**src/rtl/strmin_pkg.sv**
```systemverilog
// Shared types and constants for the sparse-table range minimum unit.
// Used by the interfaces, the front, the command queue and the back end.
package strmin_pkg;

    localparam int ENTRIES_DEF    = 1024;
    localparam int LEVELS_DEF     = 11;
    localparam int VALUE_BITS_DEF = 16;

    localparam int OP_W    = 2;
    localparam int POS_W   = 10;
    localparam int CNT_W   = 11;
    localparam int DATA_W  = 16;
    localparam int LVL_W   = 5;
    localparam int SPAN_W  = 12;
    localparam int Q_DEPTH = 2;

    localparam logic [OP_W-1:0] OP_LOAD  = 2'd0;
    localparam logic [OP_W-1:0] OP_BUILD = 2'd1;
    localparam logic [OP_W-1:0] OP_QUERY = 2'd2;
    localparam logic [OP_W-1:0] OP_NOP   = 2'd3;

    typedef enum logic [1:0] {
        KIND_LOAD  = 2'd0,
        KIND_BUILD = 2'd1,
        KIND_QUERY = 2'd2
    } cmd_kind_t;

    // Classified command handed from the front to the back end.
    typedef struct packed {
        cmd_kind_t          kind;
        logic               bad;
        logic [LVL_W-1:0]   lvl;
        logic [POS_W-1:0]   pos_a;
        logic [POS_W-1:0]   pos_b;
        logic [DATA_W-1:0]  data;
        logic [CNT_W-1:0]   count;
    } cmd_t;

    typedef struct packed {
        logic full;
        logic empty;
    } q_stat_t;

endpackage

```
**src/rtl/strmin_fifo.sv**
```systemverilog
// Short command queue between front and back end.
// Uses strmin_pkg for the command type and depth.
module strmin_fifo (
    input  logic                clk,
    input  logic                rst_n,
    input  logic                push,
    input  strmin_pkg::cmd_t    push_cmd,
    input  logic                pop,
    output strmin_pkg::cmd_t    head,
    output strmin_pkg::q_stat_t q_stat
);
    import strmin_pkg::*;

    localparam int PTR_W = (Q_DEPTH > 1) ? $clog2(Q_DEPTH) : 1;
    localparam int CT_W  = $clog2(Q_DEPTH + 1);

    cmd_t             mem_reg [Q_DEPTH];
    logic [PTR_W-1:0] wr_reg;
    logic [PTR_W-1:0] rd_reg;
    logic [CT_W-1:0]  cnt_reg;

    assign head         = mem_reg[rd_reg];
    assign q_stat.full  = (cnt_reg == CT_W'(Q_DEPTH));
    assign q_stat.empty = (cnt_reg == '0);

    always_ff @(posedge clk)
    begin
        if (push)
        begin
            mem_reg[wr_reg] <= push_cmd;
        end
    end

    always_ff @(posedge clk or negedge rst_n)
    begin
        if (!rst_n)
        begin
            wr_reg  <= '0;
            rd_reg  <= '0;
            cnt_reg <= '0;
        end
        else
        begin
            if (push)
            begin
                wr_reg <= (32'(wr_reg) == Q_DEPTH - 1) ? '0 : wr_reg + PTR_W'(1);
            end
            if (pop)
            begin
                rd_reg <= (32'(rd_reg) == Q_DEPTH - 1) ? '0 : rd_reg + PTR_W'(1);
            end
            if (push && !pop)
            begin
                cnt_reg <= cnt_reg + CT_W'(1);
            end
            else if (pop && !push)
            begin
                cnt_reg <= cnt_reg - CT_W'(1);
            end
        end
    end
endmodule

```
**config.mk**
```make
export PLATFORM = sky130hd
export DESIGN_NAME = strmin_fifo
export DESIGN_NICKNAME = d
export VERILOG_FILES = /design/src/rtl/strmin_pkg.sv /design/src/rtl/strmin_fifo.sv
export SDC_FILE = /design/constraint.sdc
export NUM_CORES = 1
export LEC_CHECK = 0
export BUFFER_PORTS_ARGS = -buffer_cell sky130_fd_sc_hd__buf_2
export CORE_UTILIZATION = 52
export DETAILED_ROUTE_END_ITERATION = 12
export PLACE_DENSITY_LB_ADDON = 0.2
export SLEW_MARGIN = 20
export SYNTH_ARGS = -nofsm -noshare
export SYNTH_HDL_FRONTEND = slang
export SYNTH_SLANG_ARGS = --single-unit
```
**constraint.sdc**
```tcl
create_clock -name clk -period 4.36 [get_ports clk]
set_clock_uncertainty 0.05 [all_clocks]
set_input_delay 0.218 -clock clk [delete_from_list [all_inputs] [get_ports clk]]
set_output_delay 0.218 -clock clk [all_outputs]
set_load 0.1 [all_outputs]
```
==> Word level (Yosys, flattened, before mapping) <==
Memories as Yosys holds them, arrays and structs flattened.
Index checks and enable logic that the tools add are counted.
{ "word_totals": {"input_bits": 59, "register_bits": 4, "out_inout_bits": 57, "mem_count": 1, "elab_cells": 21, "mem_bits_rw": 110} }
{ "op_classes": {"reduce_logical": 6, "n_mux": 6, "n_eq_ne": 1, "addsub": 4} }
{ "mem_list": {"columns": ["memory", "depth", "width", "rd", "rd_ports_with_merged_regs", "wr", "line", "text"], "rows": [
  ["mem_reg", 2, 55, 1, 0, 1, "strmin_fifo.sv:17", "cmd_t mem_reg [Q_DEPTH];"]
]} }
{ "op_table": {"columns": ["op", "count"], "rows": [
  ["2-to-1 mux 1 bit", 4],
  ["2-to-1 mux 2 bit", 2],
  ["adder 1 bit, second input constant", 2],
  ["adder 2 x 1 -> 2 bit, second input constant", 1],
  ["equality test 2 bit, second input constant", 1],
  ["logical AND 1 bit", 2],
  ["logical NOT 1 bit", 2],
  ["logical NOT 2 bit", 1],
  ["nonzero test 2 bit", 1],
  ["subtractor 2 x 1 -> 2 bit, second input constant", 1]
]} }

==> Longest topological paths before layout <==
Gate-level depths: netlist of the first run.
{ "logic_depth": {"ltp_word": 4, "depth_mapped": 5, "ltp_nobuf": 5} }

==> Worst setup path after synthesis of the first run <==
Ideal clock, no wire load.
{ "synth_timing": {"kind": "register -> register", "startpoint": "register wr_reg", "endpoint": "memory mem_reg[0][0] (netlist bit) (enable)", "path_buffers": 0, "setup_slack_ps": 984, "t_arrival_ps": 2852, "setup_ps": 475, "required_time_ps": 3835, "synth_period_minus_slack_ps": 3376, "stages_incl_launch_ff": 2, "path_cell_list": "dfrtp_1 -> nor2b_1"} }
{ "synth_rtl": {"columns": ["element", "line", "text"], "rows": [
  ["start, declared", "strmin_fifo.sv:18", "logic [PTR_W-1:0] wr_reg;"],
  ["start signal, assigned", "strmin_fifo.sv:46", "wr_reg <= (32'(wr_reg) == Q_DEPTH - 1) ? '0 : wr_reg + PTR_W'(1);"],
  ["end, declared", "strmin_fifo.sv:17", null]
]} }
No word-level cell before the write port.

==> flow_summary.toml, run 1 <==
[global_route]
grt_usage = 0.191
grt_pass1_wl_um = 11900
grt_antenna_before_repair = 0
grt_max_degree = 57
grt_remaining_overflow = 0
grt_pass1_vias = 2523

[yosys]
synth_edf_count = 110
yosysUniqueCellTypes = 13
syn_area_per_cell_um2 = 23.1
yosys-top-cells-area = "edfxtp_1 (76%), mux2_4 (14%), mux2_2 (3.9%), dfrtp_1 (2.3%), buf_6 (1.3%)"
yosysMostFrequentCell = "edfxtp_1"
yosys.area.top_type_share = 0.765
synth-main-ff-cell = "edfxtp_1"
syn_area_mm2 = 0.00432
ys_seq_area_frac = 0.788
ys_seq_elements = 114
async_reset_ff_frac = 0.0351
synth_nets = 247
synth_commonest_cells = "edfxtp_1 (110), mux2_4 (40), mux2_2 (15)"
ys_warn_count = 0
synth_top_cell_by_area = "edfxtp_1"
synthCells = 187

[detailed_routing]
route.vias.total = 2395
ant_nets = 0
route.detailed.drc = 0
drtIter0Drc = 96
dr.pass1.iters = 4
vias_per_cell = 4.89
wl_um = 7700
wl_per_cell_um = 15.7

[critical_path]
worstSetupPathType = "register to primary output"
crit_required_ps = 4090
r2r_slack_ps = 2330
reg2reg_depth = 2
worstSetupEndpointType = "primary output"
cp.arrival_ps = 2340
path_max_fanout = 56
r2r-start = "wr_reg"
reg2reg_to = "mem_reg[0][7]"
crit_path_start_kind = "register"

[sta]
setup_viol = 0
timing.final.crit_period_ps = 2600
fin_crit_sh = 0.597
tns_ps = 0
finalHoldViolCount = 0
tightest_slew_ps = 986
fmax_mhz = 384
rsz0062_at_grt = "no"
relSlewSlack = 0.343
finalMaxSlewViolations = 0

[clocking]
path_clk_slew_ps = 60
cts.sinks = 114
post_cts_buffers = 0
clock_path_buffers = 2
cts_tree = "yes"
root_buffer = "clkbuf_8"
cts_buffers = 17
clk_latency_ps = 490
htree_num_levels = 4

[placement]
gp_congestion = 0.672
place_hpwl_um = 4340
port_buffers = 115

[floorplanning]
core_area_mm2 = 0.00789
rows = 32
die_w_um = 93.2
initial_core_util = 0.548
fp.dieH_um = 93.2
num_io_pins = 116
dieArea_mm2 = 0.00868

[flow_run]
drv_cap = 0

[outcome]
status = "complete, no violations"

[hold_path]
hold_depth = 2
holdPathEnd = "mem_reg[0][54]"
min_from = "push_cmd[54]"
holdCritPathClass = "primary input to register"

[layout]
area_delta_synth_final_pct = 41.6
layout-drive-gt1-share = 0.518
diodes = 0
final_nets = 436
largest_reg_flops = 110
## cell usage in the layout (no fill, tap or decap), types with 2 or more instances in the layout
cell / synthesis / layout
xor2_1: 4 / 4
edfxtp_1: 110 / 110
clkbuf_16: 0 / 16
clkinvlp_4: 0 / 4
buf_4: 0 / 2
dlygate4sd3_1: 0 / 59
clkinv_1: 0 / 4
mux2_4: 40 / 40
bufinv_16: 0 / 2
clkinv_2: 0 / 3
buf_2: 1 / 115
dfrtp_1: 4 / 3
mux2_2: 15 / 15
nor2_1: 2 / 2
## critical path: stages (launching register included)
cell     delay [ps]
dfrtp_4        1070
mux2_4          300
buf_2           420
## timing repair
action | CTS | global route
hold buffers | 59 | 0
gates resized for setup | 0 | 0
hold endpoints to repair | 116 | 0
## cell families (layout without fill, tap and decap cells)
group                    count (synthesis)  count (layout)  share of synthesized area
flip-flops                             114             114                      0.788
multiplexers                            55              55                      0.178
buffers and inverters                    7             208                     0.0151
XOR/XNOR                                 5               5                     0.0101
AND/OR/NAND/NOR                          5               5                    0.00608
adder cells (fa/ha/maj)                  1               1                    0.00290
## per-stage QoR
step	instances	util	instance area [um^2]	hold WS (ps)	worst slack [ps]
after floorplan	187	-	4320	-128	984
after global placement	400	0.633	4990	-20.1	2270
after detailed placement	400	0.633	4990	-18.4	2270
after CTS	490	0.776	6120	369	1730
after global routing	490	0.776	6120	384	1680
final	490	0.776	6120	401	1760
## how the worst max path moves through the flow
stage	slack, ps	end	start
floorplan	980	mem_reg[0][0]	wr_reg
global placement	2270	head[34]	rd_reg
detailed placement	2270	head[48]	rd_reg
CTS	1730	head[48]	rd_reg
global route	1680	head[7]	rd_reg
finish	1760	head[7]	rd_reg
## routing by layer
metal	up-vias	wire, um	part of all wire	GRT usage
li1	1118	-	-	-
met1	1177	2960	0.38	0.203
met2	87	4250	0.55	0.343
met3	13	367	0.048	0.0626
met4	0	125	0.016	0.0846
met5	-	0	0	0
## cell type report
cell class                      count  area [um^2]
Tap cell                          102          128
Sequential cell                   114         3410
Clock buffer                       18          418
Multi-Input combinational cell     66          861
Timing Repair Buffer              176         1180
Fill cell                         442         1770
Inverter                            1         3.75
Clock inverter                     13          120
Power of run 1 is left out: the tool's default activity adds up to more than one toggle a clock period on the data nets, which glitch-free logic cannot reach.
==> run 2: changes to the inputs <==
--- a/config.mk
+++ b/config.mk
@@ -6,7 +6,7 @@
 export NUM_CORES = 1
 export LEC_CHECK = 0
 export BUFFER_PORTS_ARGS = -buffer_cell sky130_fd_sc_hd__buf_2
-export CORE_UTILIZATION = 52
+export CORE_UTILIZATION = 47
 export DETAILED_ROUTE_END_ITERATION = 12
 export PLACE_DENSITY_LB_ADDON = 0.2
 export SLEW_MARGIN = 20
==> constraint.sdc (replaced) <==
create_clock -name clk -period 2.15 [get_ports clk]
set_clock_uncertainty 0.05 [all_clocks]
set_input_delay 0.1075 -clock clk [delete_from_list [all_inputs] [get_ports clk]]
set_output_delay 0.1075 -clock clk [all_outputs]
set_load 0.1 [all_outputs]
==> run 2 against run 1 <==
Net effect: routed wire length rose by 13%; clock-buffer cell count decreased by 1; first-iteration DRC count is 6.3% lower; worst hold slack worse by 120 ps; core utilization rose by 3.1 points; final cell count up 3.7%; non-clock buffer count increased by 11; sequential cell count unchanged; the run now ends with DRC left.
==> flow_summary.toml, run 2 (synthesized netlist as in run 1, its figures left out) <==
[detailed_routing]
route.detailed.drc = 7
wl_um = 8700
dr.pass1.iters = 9
drtIter0Drc = 90
route.vias.total = 2411
vias_per_cell = 4.75
ant_nets = 0
wl_per_cell_um = 17.1

[sta]
fin_crit_sh = 0.932
fmax_mhz = 499
rsz0062_at_grt = "no"
timing.final.crit_period_ps = 2000
tns_ps = 0
holdWs_ps = 285
relSlewSlack = 0.665
setup_viol = 0
finalHoldViolCount = 0
tightest_slew_ps = 502
finalMaxSlewViolations = 0

[global_route]
grt_pass1_vias = 2549
grt_usage = 0.188
grt-busiest-layer = "met2"
use_met1 = 0.203
met2_usage = 0.330
grt_remaining_overflow = 0
use_met3 = 0.0780
grt_max_degree = 38
grt_antenna_before_repair = 0
grt_pass1_wl_um = 13100

[critical_path]
crit_required_ps = 1990
r2r_slack_ps = 710
setup.worst_path.end = "head[30]"
path_max_fanout = 11
worstSetupPathType = "register to primary output"
r2r-start = "wr_reg"
crit_path_start_kind = "register"
cp.arrival_ps = 1850
setup.worst_path.start = "rd_reg"
reg2reg_depth = 2
reg2reg_to = "mem_reg[1][51]"
worstSetupEndpointType = "primary output"

[clocking]
cts_resized = 0
htree_num_levels = 4
clk_latency_ps = 480
path_clk_slew_ps = 60
cts_buffers = 17
clock_path_buffers = 2
root_buffer = "clkbuf_8"
cts_tree = "yes"
cts.sinks = 114

[layout]
final_common_cell = "edfxtp_1"
diodes = 0
layout-drive-gt1-share = 0.540
utilization = 0.807
final_nets = 447
largest_reg_flops = 110
layout_common_cells = "edfxtp_1 (110), buf_2 (60), dlygate4sd3_1 (59)"
n_fill_cell = 452
area_delta_synth_final_pct = 64.4
stdcell_count = 508

[floorplanning]
num_io_pins = 116
initial_core_util = 0.491
die_w_um = 97.9
dieArea_mm2 = 0.00958
core_area_mm2 = 0.00881
rows = 34
fp.dieH_um = 97.9

[placement]
gp_congestion = 0.745
place_hpwl_um = 5020
port_buffers = 115
placed_cells = 411

[flow_run]
drv_cap = 0

[outcome]
status = "finished with violations"
violations = "DRC"

[hold_path]
holdCritPathClass = "primary input to register"
==> run 2: cell count changes in the layout (fill, tap and decap cells not counted), moves of 2 or more <==
cell / change
buf_12: +56
buf_2: -55
buf_4: +10
clkinv_1: -2
clkinv_2: -3
clkinv_4: +4
inv_6: +3
==> run 2: critical path, stage by stage, from the launching register on <==
cell     delay, ps
dfrtp_4        510
buf_4          260
mux2_2         400
buf_12         170
==> run 2: layer usage <==
metal | up-vias | wire length, um | part of all wire
li1 | 1143 | - | -
met1 | 1187 | 3350 | 0.39
met2 | 75 | 4760 | 0.55
met3 | 6 | 490 | 0.056
met4 | 0 | 91 | 0.010
met5 | - | 0 | 0
==> run 2: cell type report <==
cell class,count,area [um^2],area share
clock buffer,17,414,0.0583
clock inverter,15,181,0.0255
inverter,1,3.75,0.000528
multi-input combinational,66,861,0.121
sequential,114,3410,0.480
tap,108,135,0.0190
timing repair buffer,187,2100,0.296
==> run 2: stage by stage <==
stage | setup WS (ps) | instance area, um^2
3_3_place_gp | 594 | 5870
2_1_floorplan | 239 | 4330
3_5_place_dp | 575 | 5870
5_1_grt | 77.0 | 7100
6_report | 146 | 7100
4_1_cts | 35.3 | 7060
==> run 2: worst min-delay path by stage <==
| stage | startpoint | endpoint | slack [ps] | depth (start not counted) |
|---|---|---|---|---|
| after CTS | push_cmd[7] | mem_reg[1][7] | 260 | 2 |
| after floorplan | rst_n | cnt_reg[0] | -240 | 0 |
| after global placement | rst_n | cnt_reg[0] | -130 | 1 |
| after detailed placement | rst_n | cnt_reg[0] | -130 | 1 |
| final | push_cmd[30] | mem_reg[1][30] | 280 | 2 |
| after global routing | push_cmd[3] | mem_reg[0][3] | 260 | 2 |
==> run 2: what timing repair did <==
| item | CTS | global route |
|---|---|---|
| setup buffers | 0 | 6 |
| hold buffers | 59 | 0 |
| hold endpoints to repair | 117 | 0 |
| setup endpoints to repair | 0 | 4 |
Power of run 2 is left out for the same reason.
