### config.mk
export PLATFORM = sky130hd
export DESIGN_NAME = strmin_front_flat
export DESIGN_NICKNAME = d
export VERILOG_FILES = /design/src/rtl/strmin_pkg.sv /design/src/rtl/strmin_cmd_if.sv /design/src/rtl/strmin_front.sv /design/src/flat_wrapper.sv
export SDC_FILE = /design/constraint.sdc
export NUM_CORES = 1
export LEC_CHECK = 0
export ABC_CLOCK_PERIOD_IN_PS = 4200
export BUFFER_PORTS_ARGS = -buffer_cell sky130_fd_sc_hd__buf_2
export CAP_MARGIN = 20
export CORE_ASPECT_RATIO = 1.75
export CORE_MARGIN = 2
export CORE_UTILIZATION = 40
export CTS_BUF_LIST = sky130_fd_sc_hd__clkbuf_16
export DETAILED_ROUTE_END_ITERATION = 16
export PLACE_DENSITY = 0.7
export SLEW_MARGIN = 30
export SYNTH_ARGS = -nofsm -noshare
export SYNTH_HDL_FRONTEND = slang
export SYNTH_SLANG_ARGS = --single-unit
### constraint.sdc
create_clock -name clk -period 4.2 [get_ports clk]
set_input_delay 0.21 -clock clk [delete_from_list [all_inputs] [get_ports clk]]
set_output_delay 0.21 -clock clk [all_outputs]
set_load 0.005 [all_outputs]
### src/rtl/strmin_pkg.sv
// Shared types and constants for the sparse-table range minimum unit.
// Used by the interfaces, the front, the command queue and the back end.
package strmin_pkg;

    localparam int ENTRIES_DEF    = 1024;
    localparam int LEVELS_DEF     = 11;
    localparam int VALUE_BITS_DEF = 16;

    localparam int OP_W    = 2;
    localparam int POS_W   = 10;
    localparam int CNT_W   = 11;
    localparam int DATA_W  = 16;
    localparam int LVL_W   = 5;
    localparam int SPAN_W  = 12;
    localparam int Q_DEPTH = 2;

    localparam logic [OP_W-1:0] OP_LOAD  = 2'd0;
    localparam logic [OP_W-1:0] OP_BUILD = 2'd1;
    localparam logic [OP_W-1:0] OP_QUERY = 2'd2;
    localparam logic [OP_W-1:0] OP_NOP   = 2'd3;

    typedef enum logic [1:0] {
        KIND_LOAD  = 2'd0,
        KIND_BUILD = 2'd1,
        KIND_QUERY = 2'd2
    } cmd_kind_t;

    // Classified command handed from the front to the back end.
    typedef struct packed {
        cmd_kind_t          kind;
        logic               bad;
        logic [LVL_W-1:0]   lvl;
        logic [POS_W-1:0]   pos_a;
        logic [POS_W-1:0]   pos_b;
        logic [DATA_W-1:0]  data;
        logic [CNT_W-1:0]   count;
    } cmd_t;

    typedef struct packed {
        logic full;
        logic empty;
    } q_stat_t;

endpackage

### src/rtl/strmin_cmd_if.sv
// Input channel of the range minimum unit: valid/ready plus the item fields.
// Depends on strmin_pkg for field widths.
interface strmin_cmd_if;
    import strmin_pkg::*;

    logic              valid;
    logic              ready;
    logic [OP_W-1:0]   operation;
    logic [POS_W-1:0]  index;
    logic [DATA_W-1:0] value;
    logic [CNT_W-1:0]  count;
    logic [POS_W-1:0]  left;
    logic [POS_W-1:0]  right;

    modport source (output valid, operation, index, value, count, left, right, input ready);
    modport sink   (input valid, operation, index, value, count, left, right, output ready);
endinterface

### src/rtl/strmin_front.sv
// Front end: accepts items, drops no-ops and out-of-range loads, checks query
// bounds against the built count and picks the block level. Uses strmin_pkg.
module strmin_front #(
    parameter int ENTRIES = strmin_pkg::ENTRIES_DEF,
    parameter int LEVELS  = strmin_pkg::LEVELS_DEF
) (
    input  logic                clk,
    input  logic                rst_n,
    strmin_cmd_if.sink          cmd,
    input  strmin_pkg::q_stat_t q_stat,
    output logic                push,
    output strmin_pkg::cmd_t    push_cmd
);
    import strmin_pkg::*;

    logic [CNT_W-1:0] built_reg;
    logic [CNT_W-1:0] built_next;
    logic             keep;
    logic [CNT_W-1:0] len;
    logic [LVL_W-1:0] k;
    logic [CNT_W-1:0] sat_count;
    logic [CNT_W-1:0] end_b;

    assign cmd.ready = !q_stat.full;
    assign push      = cmd.valid && cmd.ready && keep;

    assign sat_count = (32'(cmd.count) > ENTRIES) ? CNT_W'(ENTRIES) : cmd.count;
    assign len       = CNT_W'(cmd.right) - CNT_W'(cmd.left) + CNT_W'(1);

    always_comb
    begin
        k = '0;
        for (int b = 0; b < CNT_W; b++)
        begin
            if (len[b])
            begin
                k = LVL_W'(b);
            end
        end
        if (32'(k) > LEVELS - 1)
        begin
            k = LVL_W'(LEVELS - 1);
        end
    end

    assign end_b = CNT_W'(cmd.right) + CNT_W'(1) - (CNT_W'(1) << k);

    always_comb
    begin
        keep       = 1'b0;
        built_next = built_reg;
        push_cmd   = '0;
        push_cmd.lvl   = k;
        push_cmd.pos_a = (cmd.operation == OP_LOAD) ? cmd.index : cmd.left;
        push_cmd.pos_b = end_b[POS_W-1:0];
        push_cmd.data  = cmd.value;
        push_cmd.count = sat_count;
        unique case (cmd.operation)
            OP_LOAD:
            begin
                push_cmd.kind = KIND_LOAD;
                keep = (32'(cmd.index) < ENTRIES);
            end
            OP_BUILD:
            begin
                push_cmd.kind = KIND_BUILD;
                keep = 1'b1;
                built_next = sat_count;
            end
            OP_QUERY:
            begin
                push_cmd.kind = KIND_QUERY;
                push_cmd.bad  = (cmd.left > cmd.right) || (CNT_W'(cmd.right) >= built_reg);
                keep = 1'b1;
            end
            default:
            begin
                push_cmd.kind = KIND_LOAD;
            end
        endcase
    end

    always_ff @(posedge clk or negedge rst_n)
    begin
        if (!rst_n)
        begin
            built_reg <= '0;
        end
        else if (push)
        begin
            built_reg <= built_next;
        end
    end
endmodule

### src/flat_wrapper.sv
// flat-port wrapper written by rule: the top's interface ports become plain ports
module strmin_front_flat import strmin_pkg::*;
#(
    parameter int ENTRIES = strmin_pkg::ENTRIES_DEF,
    parameter int LEVELS  = strmin_pkg::LEVELS_DEF
)
  (clk, rst_n, q_stat, push, push_cmd, cmd_valid, cmd_operation, cmd_index, cmd_value, cmd_count, cmd_left, cmd_right, cmd_ready);
  strmin_cmd_if cmd_i ();
  input  logic clk;
  input  logic rst_n;
  input  strmin_pkg::q_stat_t q_stat;
  output logic push;
  output strmin_pkg::cmd_t push_cmd;
  input wire logic [$bits(cmd_i.valid)-1:0] cmd_valid;
  input wire logic [$bits(cmd_i.operation)-1:0] cmd_operation;
  input wire logic [$bits(cmd_i.index)-1:0] cmd_index;
  input wire logic [$bits(cmd_i.value)-1:0] cmd_value;
  input wire logic [$bits(cmd_i.count)-1:0] cmd_count;
  input wire logic [$bits(cmd_i.left)-1:0] cmd_left;
  input wire logic [$bits(cmd_i.right)-1:0] cmd_right;
  output wire logic [$bits(cmd_i.ready)-1:0] cmd_ready;
  assign cmd_i.valid = cmd_valid;
  assign cmd_i.operation = cmd_operation;
  assign cmd_i.index = cmd_index;
  assign cmd_i.value = cmd_value;
  assign cmd_i.count = cmd_count;
  assign cmd_i.left = cmd_left;
  assign cmd_i.right = cmd_right;
  assign cmd_ready = cmd_i.ready;
  strmin_front #(.ENTRIES(ENTRIES), .LEVELS(LEVELS)) u_core (.clk(clk), .rst_n(rst_n), .cmd(cmd_i), .q_stat(q_stat), .push(push), .push_cmd(push_cmd));
endmodule
# Word-level counts from Yosys, hierarchy flattened

Cells that the tools add are included.

ROM bits: 0
Register bits: 11
Latch bits: 0
RAM bits: 0
Bits of input ports: 64
Logic and storage cells: 35
Memories kept: 0
Output and inout port bits: 57

Div/mod/pow operators: 0
Mux-type cells: 16
Order comparisons: 4
Reduce and logical (&&, ||, !) cells: 7
Shift-type cells: 1
Bitwise gates (word level): 0
Add/sub/neg operators: 4
Multiply operators: 0
Equal/unequal tests: 2

Operators by type and width:

| cell                                                                   | number |
|---|---|
| 5-bit 2-to-1 mux                                                       | 10 |
| 11-bit by 1-bit adder with 11-bit output (second input constant)       | 1 |
| 10-bit by 11-bit greater-or-equal comparator with 1-bit output         | 1 |
| 11-bit > comparator (second input constant)                            | 1 |
| 11-bit 2-to-1 mux                                                      | 1 |
| 10-bit by 10-bit subtractor with 11-bit output                         | 1 |
| 10-bit by 1-bit adder with 10-bit output (second input constant)       | 1 |
| 10-bit > comparator                                                    | 1 |
| 10-bit 2-to-1 mux                                                      | 1 |
| 1-bit by 5-bit left shift with 10-bit output (first input constant)    | 1 |
| 10-bit subtractor                                                      | 1 |
| 5-bit by 4-bit > comparator with 1-bit output (second input constant)  | 1 |
| 2-bit case mux with 2 select lines                                     | 1 |
| 1-bit 2-to-1 mux                                                       | 3 |
| 3-bit OR reduction                                                     | 1 |
| 2-bit by 1-bit equality test with 1-bit output (second input constant) | 1 |
| 2-bit equality test (second input constant)                            | 1 |
| 1-bit logical AND                                                      | 2 |
| 2-bit logical NOT                                                      | 1 |
| 2-bit AND reduction                                                    | 1 |
| 1-bit logical NOT                                                      | 1 |
| 1-bit logical OR                                                       | 1 |

# Logic depth before layout (Yosys ltp)

Depth after elaboration: 16
Depth in mapped cells: 22
Depth with buffers taken out: 22

# Worst setup path after synthesis

OpenSTA, ideal clock, no wires.

Path type: input-to-output
Start point: input cmd_right[1]
End point: output push_cmd[36] in the netlist's numbering
Arrival: 4.325 ns
Data required time: 3.990 ns
Stages: 22
Setup slack: -0.335 ns
Path buffers: 0
Cells stage by stage: inv_1 > ha_1 > inv_1 > ha_1 > fa_1 > a211o_1 > a21o_2 > a22oi_1 > nor3b_2 > nor3b_1 > nor3b_1 > ha_1 > inv_1 > ha_1 > inv_1 > fa_1 > nor2b_1 > o21ai_0 > a21o_1 > a31oi_1 > xnor2_1 > xnor2_1

RTL lines:

| item        | line               | text |
|---|---|---|
| from (decl) | flat_wrapper.sv:20 | `input wire logic [$bits(cmd_i.right)-1:0] cmd_right;` |
| to (decl)   | flat_wrapper.sv:13 | `output strmin_pkg::cmd_t push_cmd;` |

==> metrics.yaml <==
synthArstFlopShare_pct: 100.0
drive_above_1_share_pct: 49.46
cts_buffer_depth: 2
antenna_found_initial: 0
netlist.area_leader.share_pct: 27.04
final_cells: 547
fin_skew_ns: 0
fp-row-count: 38
rsz0062_at_grt: "yes"
synth_area_leaders: "ha_1 (27%), dfrtp_1 (11%), inv_1 (6.5%)"
grt_pass1_wl_um: 13620
yosys_most_used_dff: "dfrtp_1"
hold_viol_final: 0
drt_iter0_drc: 98
die_h_um: 110.5
ys_ff_latch: 11
crit_path_start_kind: "input pin"
violations: "negative setup slack"
synth-edff-count: 0
critPathKind: "input pin to output port"
grt_pass1_vias: 3013
utilization_pct: 64.24
path_max_fanout: 5
cpMaxStageDelayCell: "fa_2"
wire_per_inst_um: 15.48
fp.dieArea_um2: 7163
insertion_delay_ns: 0.24
area_growth_pct: 54.42
wirelength_um: 8470
syn-num-nets: 445
grt_start_max_net_pins: 20
worst_ep_arrival_time_ns: 4.42
die_x_um: 64.84
status: "finished, violations left"
core_um2: 6228
gr-total-overflow: 0
syn_inst: 323
clk_root_buffer_cell: "clkbuf_16"
slowest_delay_ns: 0.37
dp_hpwl_um: 6729
setup_violations: 5
dr_total_vias: 2865
synth.distinct_cells: 58
ios: 121
viasPerCell: 5.238
crit_chain: "buf_12 -> inv_12 -> ha_4 -> inv_4 -> ha_4 -> fa_2 -> a211o_1 -> a211oi_2 -> o21ai_2 -> xor2_2 -> buf_4 -> buf_4 -> nor3_1 -> buf_4 -> nand2_1 -> ha_1 -> ha_1 -> or2_2 -> a21oi_1 -> a31oi_2 -> xnor2_1 -> xnor2_1 -> buf_2"
swShare_pct: 39.08
fin_nets: 590
drv_slew: 0
path_clk_slew_ns: 0.04
setup_ws_ns: -0.4283
worst_pin_slew_ns: 0.5395
final_cell_area_um2: 4001
post-place-ws_ns: -0.6081
drc: 0
dr.pass1.iters: 4
avgSynthCellArea_um2: 8.022
numClockSinks: 11
worstHoldPathType: "input pin to register"
placed_cells: 533
power_frac_clock_pct: 15.8
cts_buffers: 3
syn_area_um2: 2591
initial_core_util_pct: 41.60
cpMostUsedCell: "buf_4"
power_density_nw_per_um2: 271.3
portBuffers: 86
antenna_left: 0
p_sw_w: 0.0004243
ys_warn_count: 0
synth_top_cell_by_area: "ha_1"
htreeDepth: 1
max_freq_mhz: 216.1
pwr-share-comb_pct: 71.8
largest_reg_flops: 11
yosysSeqAreaShare_pct: 10.62
finalCritPeriodShare_pct: 110.2
dpl-instance-area_um2: 3538
cap_violations: 0
antenna_cells: 0
seqPwrFrac_pct: 12.4
gp_congestion: 0.9377
leakagePower_nw: 2.036
cp.required_ns: 3.99
track_usage_pct: 23.77
intPower_w: 0.0006614
ir_worst_vdd_v: 0.0003196
slew_headroom_pct: 63.93
post-route-min-period_ns: 4.628
end_kind: "output port"
hold_ws_ns: 0.3611
cts_tree: "yes"
fillers: 496
==> placed cells by master (no fill, tap or decap), types with 3 or more instances in the layout <==
cell type	instances
buf_6	7
xnor2_1	5
xor2_1	6
or2_2	3
o211ai_1	3
clkbuf_16	3
nor2_1	6
nand2b_1	3
o21ai_2	4
a21oi_1	9
o21ai_0	12
mux2_2	12
nand3b_1	5
ha_1	42
nor3b_2	3
inv_1	42
ha_4	13
nand2_1	18
a21oi_2	3
nor2b_1	20
nand3_1	5
nand4_1	3
nor3_1	5
and3_1	3
nand2_2	3
a21o_1	5
buf_2	84
dfrtp_1	11
o21a_1	5
buf_4	70
==> final timing paths <==
path	from	endpoint	slack, ns	cells after the start
max	cmd_right[1]	push_cmd[36]	-0.43	23
min	cmd_count[8]	u_core.built_reg[8]	0.36	3
max reg2reg	u_core.built_reg[9]	u_core.built_reg[9]	3.43	1
min reg2reg	u_core.built_reg[10]	u_core.built_reg[10]	0.51	1
max in group asynchronous	rst_n	u_core.built_reg[3]	3.61	2
min in group asynchronous	rst_n	u_core.built_reg[5]	0.39	2
==> critical path, delay by kind of cell <==
family / cells / cell delay (ns)
xor gates and xnor gates: 3 / 0.55
AOI/OAI and AO/OA: 5 / 1.01
and+or+nand+nor: 3 / 0.62
buffers and inverters: 7 / 0.75
adders and majority gates: 5 / 1.26
==> synthesized netlist by cell type (5+ instances only) <==
cell type and n:
a21o_1 5, a21oi_1 14, buf_4 18, dfrtp_1 11
ha_1 56, inv_1 45, mux2_2 12, nand2_1 20
nand3_1 5, nand3b_1 5, nor2_1 7, nor2b_1 20
nor3_1 5, o21a_1 5, o21ai_0 15, xnor2_1 7
xor2_1 7
==> final cells by class <==
class | instances | area, um^2 | share of cell area [%]
clock buffers | 3 | 75.07 | 1.876
clock inverters | 1 | 3.754 | 0.09381
inverters | 45 | 183.9 | 4.597
multi-input cells | 244 | 2308 | 57.69
flip-flops and latches | 11 | 275.3 | 6.879
well taps | 80 | 100.1 | 2.502
repair buffers | 163 | 1055 | 26.36
==> per-layer routing <==
layer / vias to the layer above / global-route usage, % / share of wire, %
met5: - / 0 / 0
met4: 0 / 12.91 / 7.2
met3: 36 / 1.935 / 3.9
met2: 87 / 46.53 / 56
met1: 1341 / 23.14 / 33
li1: 1401 / - / -
==> timing repair <==
item                                    in CTS  in global routing
gates cloned                                 0                  0
setup buffers                                7                  6
hold buffers                                 1                  0
endpoints found under the setup margin       7                  6
hold endpoints to repair                    11                  0
pin swaps                                   19                 20
gates resized for setup                     29                 23
==> per-stage QoR <==
stage / total power (W) / TNS (ns)
after detailed placement: 0.0007829 / -2.450
final: 0.001086 / -1.016
after global routing: 0.001168 / -2.026
after global placement: 0.0007653 / -2.054
after floorplan: 0.0005126 / -0.1094
after CTS: 0.001020 / -0.8057
==> power by group through the flow <==
stage / Sequential, W / Combinational, W / Clock [W]
4_1_cts: 0.000134 / 0.000712 / 0.000173
6_report: 0.000135 / 0.000780 / 0.000171
5_1_grt: 0.000136 / 0.000851 / 0.000182
2_1_floorplan: 0.000133 / 0.000380 / 0
3_3_place_gp: 0.000135 / 0.000631 / 0
3_5_place_dp: 0.000136 / 0.000647 / 0
==> kinds of logic (layout without fill, tap and decap cells) <==
logic type      after synthesis  after routing  synth area share [%]
buf+inv                      68            212                 12.51
flops                        11             11                 10.62
fa+ha+maj                    58             58                 28.59
xor+xnor                     14             14                 4.732
other cells                   1              1                0.1447
compound gates               71             71                 18.78
mux                          12             12                 5.215
simple gates                 88             88                 19.41
Note: power is estimated with default switching activity, not from simulation.
